**src/rtl/bvg_pkg.sv**
```systemverilog
`timescale 1ns / 1ps
// ----------------------------------------------------------------------------
// bvg_pkg
// Shared constants and types of the battery voltage gauge.
// ----------------------------------------------------------------------------
package bvg_pkg;

  localparam int RING_DEPTH = 16;

  // Register reset values
  localparam logic [23:0] GAIN_RST   = 24'd108400;
  localparam logic [13:0] OFFSET_RST = 14'd530;
  localparam logic [15:0] FULL_RST   = 16'd4200;
  localparam logic [15:0] EMPTY_RST  = 16'd3300;

  // Stored voltages strictly between zero and this limit enter the average
  localparam logic [15:0] VALID_LIMIT_MV = 16'd10000;
  localparam logic [20:0] SAT_MV         = 21'd65535;
  localparam logic [6:0]  FULL_PCT       = 7'd100;
  localparam logic [6:0]  LOW_PCT        = 7'd30;

  // Divisor width of the shared divider (window count or voltage span)
  localparam int DIVISOR_W = 16;
  // (average - empty) * 100 stays below 10000 * 100
  localparam int NUM_W     = 20;

  typedef enum logic [1:0] {
    CFG_GAIN   = 2'd0,
    CFG_OFFSET = 2'd1,
    CFG_FULL   = 2'd2,
    CFG_EMPTY  = 2'd3
  } cfg_idx_t;

  typedef struct packed {
    logic rd_en;
    logic wr_en;
  } ring_ctl_t;

endpackage

```
**src/rtl/battery_voltage_gauge.sv**
```systemverilog
`timescale 1ns / 1ps
// ----------------------------------------------------------------------------
// battery_voltage_gauge
// Moving-average battery fuel gauge with charge percentage and flags.
// ----------------------------------------------------------------------------
// Usage:
//   in_*  : one word per raw 12-bit ADC reading (in_tdata[11:0]).
//   out_* : one word per reading: average_mv, percent, is_low, is_dead.
//   cfg_* : gain, offset, full and empty voltage; write only while idle.
// Each reading is scaled to millivolts, written over the oldest ring entry,
// and the running sum and count of qualifying entries (0 < v < 10000 mV)
// are updated by read-modify-write of that entry. The average and the
// percentage then go through one shared bit-serial divider.
// The divider runs up to two passes of DIV_NW quotient bits, DIV_NW being the
// wider of SUM_W and NUM_W; an empty window skips the first pass and a
// percentage known to be zero skips the second.
// One reading is processed at a time; the next is accepted as soon as the
// result sits in the output register, even if the receiver stalls it.
// Reset clears the ring (through valid bits, no clearing pass), the write
// slot, the sum and count, and loads the register reset values.
// ----------------------------------------------------------------------------
module battery_voltage_gauge #(
  parameter int RING_DEPTH = bvg_pkg::RING_DEPTH
) (
  input  logic        clk,
  input  logic        rst_n,
  input  logic        in_tvalid,
  output logic        in_tready,
  input  logic [15:0] in_tdata,   // [11:0] adc_sample
  output logic        out_tvalid,
  input  logic        out_tready,
  output logic [23:0] out_tdata,  // [13:0] average_mv, [20:14] percent,
                                  // [21] is_low, [22] is_dead
  input  logic        cfg_we,
  input  logic [1:0]  cfg_index,
  input  logic [23:0] cfg_wdata
);

  localparam int AW     = (RING_DEPTH > 1) ? $clog2(RING_DEPTH) : 1;
  localparam int SUM_W  = $clog2(RING_DEPTH * 9999 + 1);
  localparam int CNT_W  = $clog2(RING_DEPTH + 1);
  localparam int NUM_W  = bvg_pkg::NUM_W;
  localparam int DIV_NW = (SUM_W > NUM_W) ? SUM_W : NUM_W;
  localparam int DW     = bvg_pkg::DIVISOR_W;

  typedef enum logic [3:0] {
    S_IDLE, S_SCALE, S_UPD, S_AVG, S_AVGW, S_PCT, S_PDIV, S_PDW, S_OUT
  } state_t;

  state_t      state_r;

  logic [23:0] gain_r;
  logic [13:0] offset_r;
  logic [15:0] full_r;
  logic [15:0] empty_r;

  logic [35:0]      prod_r;
  logic [15:0]      mv_r;
  logic [AW-1:0]    slot_r;
  logic [SUM_W-1:0] sum_r;
  logic [CNT_W-1:0] cnt_r;
  logic [13:0]      avg_r;
  logic [NUM_W-1:0] num_r;
  logic [6:0]       pct_r;
  logic             out_tvalid_r;
  logic [23:0]      out_tdata_r;

  bvg_pkg::ring_ctl_t ring_ctl;
  logic [15:0]        ring_rd;

  logic              div_start;
  logic [DIV_NW-1:0] div_num;
  logic [DW-1:0]     div_den;
  logic              div_done;
  logic [DIV_NW-1:0] div_q;

  logic [20:0] mv_wide;
  logic        old_q;
  logic        new_q;
  logic [15:0] diff_mv;

  always_comb begin
    mv_wide = {1'b0, prod_r[35:16]} + 21'(offset_r);
    old_q   = (ring_rd != 16'd0) && (ring_rd < bvg_pkg::VALID_LIMIT_MV);
    new_q   = (mv_r != 16'd0) && (mv_r < bvg_pkg::VALID_LIMIT_MV);
    diff_mv = {2'b00, avg_r} - empty_r;
  end

  assign ring_ctl.rd_en = (state_r == S_SCALE);
  assign ring_ctl.wr_en = (state_r == S_UPD);

  assign div_start = (state_r == S_PDIV) || ((state_r == S_AVG) && (cnt_r != '0));
  assign div_num   = (state_r == S_PDIV) ? DIV_NW'(num_r) : DIV_NW'(sum_r);
  assign div_den   = (state_r == S_PDIV) ? (full_r - empty_r) : DW'(cnt_r);

  bvg_ring #(
    .RING_DEPTH (RING_DEPTH),
    .AW         (AW)
  ) u_ring (
    .clk     (clk),
    .rst_n   (rst_n),
    .ctl     (ring_ctl),
    .addr    (slot_r),
    .wr_data (mv_r),
    .rd_data (ring_rd)
  );

  bvg_div #(
    .NW (DIV_NW),
    .DW (DW)
  ) u_div (
    .clk      (clk),
    .rst_n    (rst_n),
    .start    (div_start),
    .dividend (div_num),
    .divisor  (div_den),
    .done     (div_done),
    .quotient (div_q)
  );

  // Configuration registers
  always_ff @(posedge clk) begin
    if (!rst_n) begin
      gain_r   <= bvg_pkg::GAIN_RST;
      offset_r <= bvg_pkg::OFFSET_RST;
      full_r   <= bvg_pkg::FULL_RST;
      empty_r  <= bvg_pkg::EMPTY_RST;
    end else if (cfg_we) begin
      case (bvg_pkg::cfg_idx_t'(cfg_index))
        bvg_pkg::CFG_GAIN:   gain_r   <= cfg_wdata;
        bvg_pkg::CFG_OFFSET: offset_r <= cfg_wdata[13:0];
        bvg_pkg::CFG_FULL:   full_r   <= cfg_wdata[15:0];
        bvg_pkg::CFG_EMPTY:  empty_r  <= cfg_wdata[15:0];
        default: ;
      endcase
    end
  end

  // Sequencer
  always_ff @(posedge clk) begin
    if (!rst_n) begin
      state_r      <= S_IDLE;
      slot_r       <= '0;
      sum_r        <= '0;
      cnt_r        <= '0;
      out_tvalid_r <= 1'b0;
    end else begin
      // in S_OUT the output register is reloaded whenever it drains
      if (out_tvalid_r && out_tready && (state_r != S_OUT)) begin
        out_tvalid_r <= 1'b0;
      end
      case (state_r)
        S_IDLE: begin
          if (in_tvalid) begin
            prod_r  <= 36'(in_tdata[11:0]) * 36'(gain_r);
            state_r <= S_SCALE;
          end
        end
        S_SCALE: begin
          mv_r    <= (mv_wide > bvg_pkg::SAT_MV) ? 16'hFFFF : mv_wide[15:0];
          state_r <= S_UPD;
        end
        S_UPD: begin
          // drop the overwritten entry, add the new one
          sum_r <= sum_r - (old_q ? SUM_W'(ring_rd[13:0]) : '0)
                         + (new_q ? SUM_W'(mv_r[13:0]) : '0);
          cnt_r <= cnt_r - CNT_W'(old_q) + CNT_W'(new_q);
          slot_r  <= (slot_r == AW'(RING_DEPTH - 1)) ? '0 : slot_r + AW'(1);
          state_r <= S_AVG;
        end
        S_AVG: begin
          if (cnt_r == '0) begin
            avg_r   <= '0;
            state_r <= S_PCT;
          end else begin
            state_r <= S_AVGW;
          end
        end
        S_AVGW: begin
          if (div_done) begin
            avg_r   <= div_q[13:0];
            state_r <= S_PCT;
          end
        end
        S_PCT: begin
          if ((full_r <= empty_r) || ({2'b00, avg_r} <= empty_r)) begin
            pct_r   <= '0;
            state_r <= S_OUT;
          end else begin
            num_r   <= NUM_W'(diff_mv[13:0]) * NUM_W'(bvg_pkg::FULL_PCT);
            state_r <= S_PDIV;
          end
        end
        S_PDIV: begin
          state_r <= S_PDW;
        end
        S_PDW: begin
          if (div_done) begin
            pct_r   <= (div_q > DIV_NW'(bvg_pkg::FULL_PCT)) ? bvg_pkg::FULL_PCT
                                                            : div_q[6:0];
            state_r <= S_OUT;
          end
        end
        S_OUT: begin
          // hold until the output register is free
          if (!out_tvalid_r || out_tready) begin
            out_tdata_r  <= {1'b0, (pct_r == 7'd0), (pct_r < bvg_pkg::LOW_PCT),
                             pct_r, avg_r};
            out_tvalid_r <= 1'b1;
            state_r      <= S_IDLE;
          end
        end
        default: state_r <= S_IDLE;
      endcase
    end
  end

  assign in_tready  = (state_r == S_IDLE);
  assign out_tvalid = out_tvalid_r;
  assign out_tdata  = out_tdata_r;

endmodule

```
**src/rtl/bvg_ring.sv**
```systemverilog
`timescale 1ns / 1ps
// ----------------------------------------------------------------------------
// bvg_ring
// Voltage ring memory, one write or one registered read per cycle. Entries
// never written since reset read as zero through per-entry valid bits.
// ----------------------------------------------------------------------------
module bvg_ring #(
  parameter int RING_DEPTH = bvg_pkg::RING_DEPTH,
  parameter int AW         = (RING_DEPTH > 1) ? $clog2(RING_DEPTH) : 1
) (
  input  logic                clk,
  input  logic                rst_n,
  input  bvg_pkg::ring_ctl_t  ctl,
  input  logic [AW-1:0]       addr,
  input  logic [15:0]         wr_data,
  output logic [15:0]         rd_data
);

  logic [15:0]           mem [RING_DEPTH];
  logic [RING_DEPTH-1:0] valid_r;
  logic [15:0]           rd_data_r;

  always_ff @(posedge clk) begin
    if (ctl.wr_en) begin
      mem[addr] <= wr_data;
    end
    if (ctl.rd_en) begin
      rd_data_r <= valid_r[addr] ? mem[addr] : 16'd0;
    end
  end

  always_ff @(posedge clk) begin
    if (!rst_n) begin
      valid_r <= '0;
    end else if (ctl.wr_en) begin
      valid_r[addr] <= 1'b1;
    end
  end

  assign rd_data = rd_data_r;

endmodule

```
**src/rtl/bvg_div.sv**
```systemverilog
`timescale 1ns / 1ps
// ----------------------------------------------------------------------------
// bvg_div
// Restoring divider, one quotient bit per cycle, NW quotient bits per division.
// ----------------------------------------------------------------------------
module bvg_div #(
  parameter int NW = 20,
  parameter int DW = bvg_pkg::DIVISOR_W
) (
  input  logic          clk,
  input  logic          rst_n,
  input  logic          start,
  input  logic [NW-1:0] dividend,
  input  logic [DW-1:0] divisor,
  output logic          done,
  output logic [NW-1:0] quotient
);

  localparam int CW = $clog2(NW + 1);

  logic          busy_r;
  logic          done_r;
  logic [CW-1:0] cnt_r;
  logic [DW:0]   rem_r;
  logic [NW-1:0] quo_r;
  logic [DW-1:0] div_r;

  logic [DW:0]   rem_sh;
  logic          ge;
  logic [DW:0]   rem_nxt;
  logic [NW-1:0] quo_nxt;

  always_comb begin
    rem_sh  = {rem_r[DW-1:0], quo_r[NW-1]};
    ge      = (rem_sh >= {1'b0, div_r});
    rem_nxt = ge ? (rem_sh - {1'b0, div_r}) : rem_sh;
    quo_nxt = {quo_r[NW-2:0], ge};
  end

  always_ff @(posedge clk) begin
    if (!rst_n) begin
      busy_r <= 1'b0;
      done_r <= 1'b0;
      cnt_r  <= '0;
    end else begin
      done_r <= 1'b0;
      if (start) begin
        busy_r <= 1'b1;
        cnt_r  <= CW'(NW);
        rem_r  <= '0;
        quo_r  <= dividend;
        div_r  <= divisor;
      end else if (busy_r) begin
        rem_r <= rem_nxt;
        quo_r <= quo_nxt;
        cnt_r <= cnt_r - CW'(1);
        if (cnt_r == CW'(1)) begin
          busy_r <= 1'b0;
          done_r <= 1'b1;
        end
      end
    end
  end

  assign done     = done_r;
  assign quotient = quo_r;

endmodule

```
**config.mk**
```make
export PLATFORM = sky130hd
export DESIGN_NAME = battery_voltage_gauge
export DESIGN_NICKNAME = d
export VERILOG_FILES = /design/src/rtl/bvg_pkg.sv /design/src/rtl/battery_voltage_gauge.sv /design/src/rtl/bvg_ring.sv /design/src/rtl/bvg_div.sv
export SDC_FILE = /design/constraint.sdc
export NUM_CORES = 2
export LEC_CHECK = 0
export BUFFER_PORTS_ARGS = -buffer_cell sky130_fd_sc_hd__buf_4
export CORE_MARGIN = 5
export CORE_UTILIZATION = 65
export DETAILED_ROUTE_END_ITERATION = 6
export PLACE_DENSITY = 0.82
export SYNTH_ARGS = -nofsm -noshare
export SYNTH_HDL_FRONTEND = slang
export SYNTH_SLANG_ARGS = --single-unit
```
**constraint.sdc**
```tcl
create_clock -name clk -period 14.5 [get_ports clk]
set_clock_uncertainty 0.1 [all_clocks]
set_input_delay 1.45 -clock clk [delete_from_list [all_inputs] [get_ports clk]]
set_output_delay 1.45 -clock clk [all_outputs]
set_load 0.02 [all_outputs]
```
==> results.sh <==
export IMPL_status="finished clean"
export IMPL_vias=23360
export IMPL_boundaryPins=73
export IMPL_final_max_slew_viol_count=0
export IMPL_switching_share_pct=34.71
export IMPL_dr_pass1_iters=5
export IMPL_synth_enable_flop_cells=422
export IMPL_die_w_um=240.3
export IMPL_ctsRootBufferMaster="clkbuf_16"
export IMPL_grt_use_total_pct=28.91
export IMPL_synth_fp_nets=3553
export IMPL_antenna_found_initial=1
export IMPL_synth_yosys_warnings=0
export IMPL_crit_top_cell="fa_1"
export IMPL_comb_power_share_pct=38.4
export IMPL_portBuffers=67
export IMPL_critPathMaxFanout=24
export IMPL_grt_pass1_wl_um=131300
export IMPL_p_switching_w=0.001910
export IMPL_avgSynthCellArea_um2=11.29
export IMPL_maxCapViolations=0
export IMPL_yosysSeqAreaShare_pct=44.01
export IMPL_p_clk_share_pct=26.8
export IMPL_drc=0
export IMPL_grt_max_degree=74
export IMPL_required_ns=14.76
export IMPL_rows=84
export IMPL_holdBufCountCts=0
export IMPL_fmax_mhz=145.1
export IMPL_synthXorXnorAreaFrac_pct=2.489
export IMPL_drtAntennaViolNets=0
export IMPL_overflow=0
export IMPL_intPower_w=0.003593
export IMPL_synth_top_family_by_area="adder cells"
export IMPL_cts_tree="built"
export IMPL_wl_per_cell_um=21.50
export IMPL_cp_slowest_cell="fa_1"
export IMPL_slew_headroom_pct=11.34
export IMPL_instances_no_fill=3816
export IMPL_via_per_inst=6.122
export IMPL_ys_types=73
export IMPL_area_growth_syn_to_layout_pct=8.835
export IMPL_end_kind="register"
export IMPL_p_leak_nw=15.38
export IMPL_final_cell_mix="nand2_1, edfxtp_1, inv_1"
export IMPL_diodes=0
export IMPL_worstPathCellList="buf_4, nand2_1, fa_1, inv_1, fa_1, fa_1, fa_1, inv_1, fa_1, inv_1, ha_1, a21oi_1, o21bai_1, a21o_1, a21oi_1, o221ai_2, o31a_1, o41ai_2, nor2_1, a211o_1"
export IMPL_finish_net_count=3578
export IMPL_totalWireLength_um=82050
export IMPL_cts_resized=0
export IMPL_synth_seq_cells=547
export IMPL_seqPwrFrac_pct=34.9
export IMPL_fp_dieArea_um2=57760
export IMPL_final_common_cell="nand2_1"
export IMPL_critPathKind="in -> reg"
export IMPL_htree_levels=2
export IMPL_synthSimpleGateAreaFrac_pct=12.49
export IMPL_worst_ir_drop_vdd_mv=0.1219
export IMPL_synth_mux_area_share_pct=5.635
export IMPL_clkLatencyLatePin_ns=0.65
export IMPL_fillers=3459
export IMPL_synth_ff_type="edfxtp_1"
export IMPL_worst_pin_slew_ns=1.328
export IMPL_max_stage_delay_ns=0.56
export IMPL_final_setup_tns_ns=0
export IMPL_initial_utilization_pct=65.62
export IMPL_rsz0062_at_grt="false"
export IMPL_cts_setup_buffers=0
export IMPL_async_reset_ff_share_pct=0
export IMPL_dr_first_iter_drc_count=2301
export IMPL_synthAdderAreaFrac_pct=21.74
export IMPL_numCtsBuffers=56
export IMPL_period_share_pct=47.52
export IMPL_fp_dieH_um=240.3
export IMPL_worstPathArrival_ns=7.15
export IMPL_clkSlewWorstSetupHoldPaths_ns=0.06
export IMPL_first_global_vias=24360
export IMPL_fin_crit_ns=6.890
export IMPL_p_total_w=0.005504
export IMPL_dp_cells=3709
export IMPL_synth_cells=3055
export IMPL_core_um2=52550
export IMPL_power_density_nw_per_um2=146.6
export IMPL_finalSetupViolCount=0
export IMPL_syn_cell_area_um2=34480
export IMPL_cts_sinks=547
export IMPL_final_hold_viol_count=0
export IMPL_gp_congestion=0.9072
export IMPL_synth_compound_area_share_pct=7.823
export IMPL_holdCritPathClass="reg -> reg"
export IMPL_cp_start_kind="primary input"
export IMPL_cts_buffer_depth=3
export IMPL_drive_gt1_share_pct=9.687
export IMPL_dp_hpwl_um=57190
-- power groups by stage --
| stage | combinational (W) | sequential (W) | clock, W |
|---|---|---|---|
| finish | 0.00211 | 0.00192 | 0.00147 |
| global route | 0.00239 | 0.00193 | 0.00156 |
| CTS | 0.00210 | 0.00192 | 0.00149 |
| detailed placement | 0.00207 | 0.00195 | 0 |
| global placement | 0.00198 | 0.00195 | 0 |
| floorplan | 0.00166 | 0.00190 | 0 |
-- flip-flops by register name, summed over array words and instances (netlist names), 5 cells and up --
name and cells:
gain_r 24, pct_r 7, mv_r 16, offset_r 14, num_r 18, u_div.div_r 16, u_ring.rd_data 16, prod_r 20
u_div.quotient 20, avg_r 14, u_div.rem_r 16, cnt_r 5, u_ring.valid_r 16, sum_r 18, out_tdata 23, empty_r 16
full_r 16, u_ring.mem 256, u_div.cnt_r 5
-- Yosys cell counts, types with 5 or more instances --
| cell | number | area share, % |
|---|---|---|
| and3_1 | 10 | 0.18 |
| nor4_1 | 14 | 0.25 |
| xor2_1 | 39 | 0.99 |
| mux4_2 | 84 | 5.5 |
| o211ai_1 | 12 | 0.26 |
| a211o_1 | 6 | 0.15 |
| nand4_1 | 16 | 0.29 |
| nor2b_1 | 36 | 0.65 |
| ha_1 | 204 | 7.4 |
| a2111oi_0 | 5 | 0.13 |
| or3_1 | 7 | 0.13 |
| and4_1 | 8 | 0.20 |
| a41o_1 | 6 | 0.17 |
| nor4b_1 | 5 | 0.13 |
| o41ai_1 | 5 | 0.13 |
| a21o_1 | 36 | 0.78 |
| o21a_1 | 28 | 0.61 |
| a211oi_1 | 9 | 0.20 |
| a21boi_0 | 60 | 1.3 |
| nand2_1 | 494 | 5.4 |
| a21oi_1 | 105 | 1.5 |
| fa_1 | 247 | 14 |
| clkbuf_1 | 113 | 1.2 |
| inv_1 | 400 | 4.4 |
| nand3_1 | 39 | 0.57 |
| xnor2_1 | 59 | 1.5 |
| o21bai_1 | 11 | 0.24 |
| o21ai_0 | 77 | 1.1 |
| buf_2 | 7 | 0.10 |
| edfxtp_1 | 422 | 37 |
| buf_1 | 6 | 0.065 |
| dfxtp_1 | 125 | 7.3 |
| nor2_1 | 117 | 1.3 |
| nor3_1 | 30 | 0.44 |
| nand2b_1 | 16 | 0.29 |
| and2_1 | 128 | 2.3 |
-- worst paths after layout --
path                      startpoint                 endpoint  slack [ns]  cells past startpoint
max                      in_tdata[8]     prod_r[35]$_DFFE_PP_        7.61                     20
min          empty_r[8]$_SDFFE_PN0P_  empty_r[8]$_SDFFE_PN0P_        0.36                      2
max reg2reg   gain_r[8]$_SDFFE_PN1P_     prod_r[35]$_DFFE_PP_        8.07                     19
min reg2reg  empty_r[8]$_SDFFE_PN0P_  empty_r[8]$_SDFFE_PN0P_        0.36                      2
-- kinds of logic (layout without fill, tap and decap cells) --
logic type               Yosys count  after routing
XOR/XNOR                          98             98
adder cells (fa/ha/maj)          451            451
AND/OR/NAND/NOR                  937            937
flip-flops                       547            547
other                              1              1
buffers and inverters            528            601
multiplexers                      89             89
AO/OA/AOI/OAI                    404            404
-- routing by layer --
metal  GRT usage, %  part of all wire, %  vias to the layer above
met5              0                0.016                        -
met4          10.16                  3.7                        2
met3          5.047                  9.3                      213
met2          48.93                   49                     1155
met1          38.24                   38                    11590
li1               -                    -                    10410
-- layout make-up --
class	instances	area [um2]	area share, %
tap	688	860.8	2.294
clock buffer	81	1608	4.284
timing repair buffer	95	713.2	1.900
inverter	400	1501	4.001
multi-input combinational	1980	17380	46.31
clock inverter	25	286.5	0.7635
sequential	547	15180	40.45
-- worst max-delay path: cells and delay by family --
| kind | cells | cell delay (ns) |
|---|---|---|
| fa+ha+maj | 6 | 2.98 |
| compound gates | 8 | 2.02 |
| buf+inv | 4 | 0.45 |
| simple gates | 2 | 0.24 |
-- per-stage QoR --
stage | cell area [um2] | util, % | hold WS (ns) | setup slack (ns)
after detailed placement | 35630 | 67.80 | 0.3527 | 7.055
after global routing | 37530 | 71.42 | 0.3879 | 7.378
after floorplan | 34480 | - | 0.3264 | 7.703
after CTS | 37520 | 71.40 | 0.3666 | 7.679
after global placement | 35630 | 67.80 | 0.3409 | 7.114
final | 37530 | 71.42 | 0.3638 | 7.610
No activity file was read; power rests on OpenSTA's default activity.
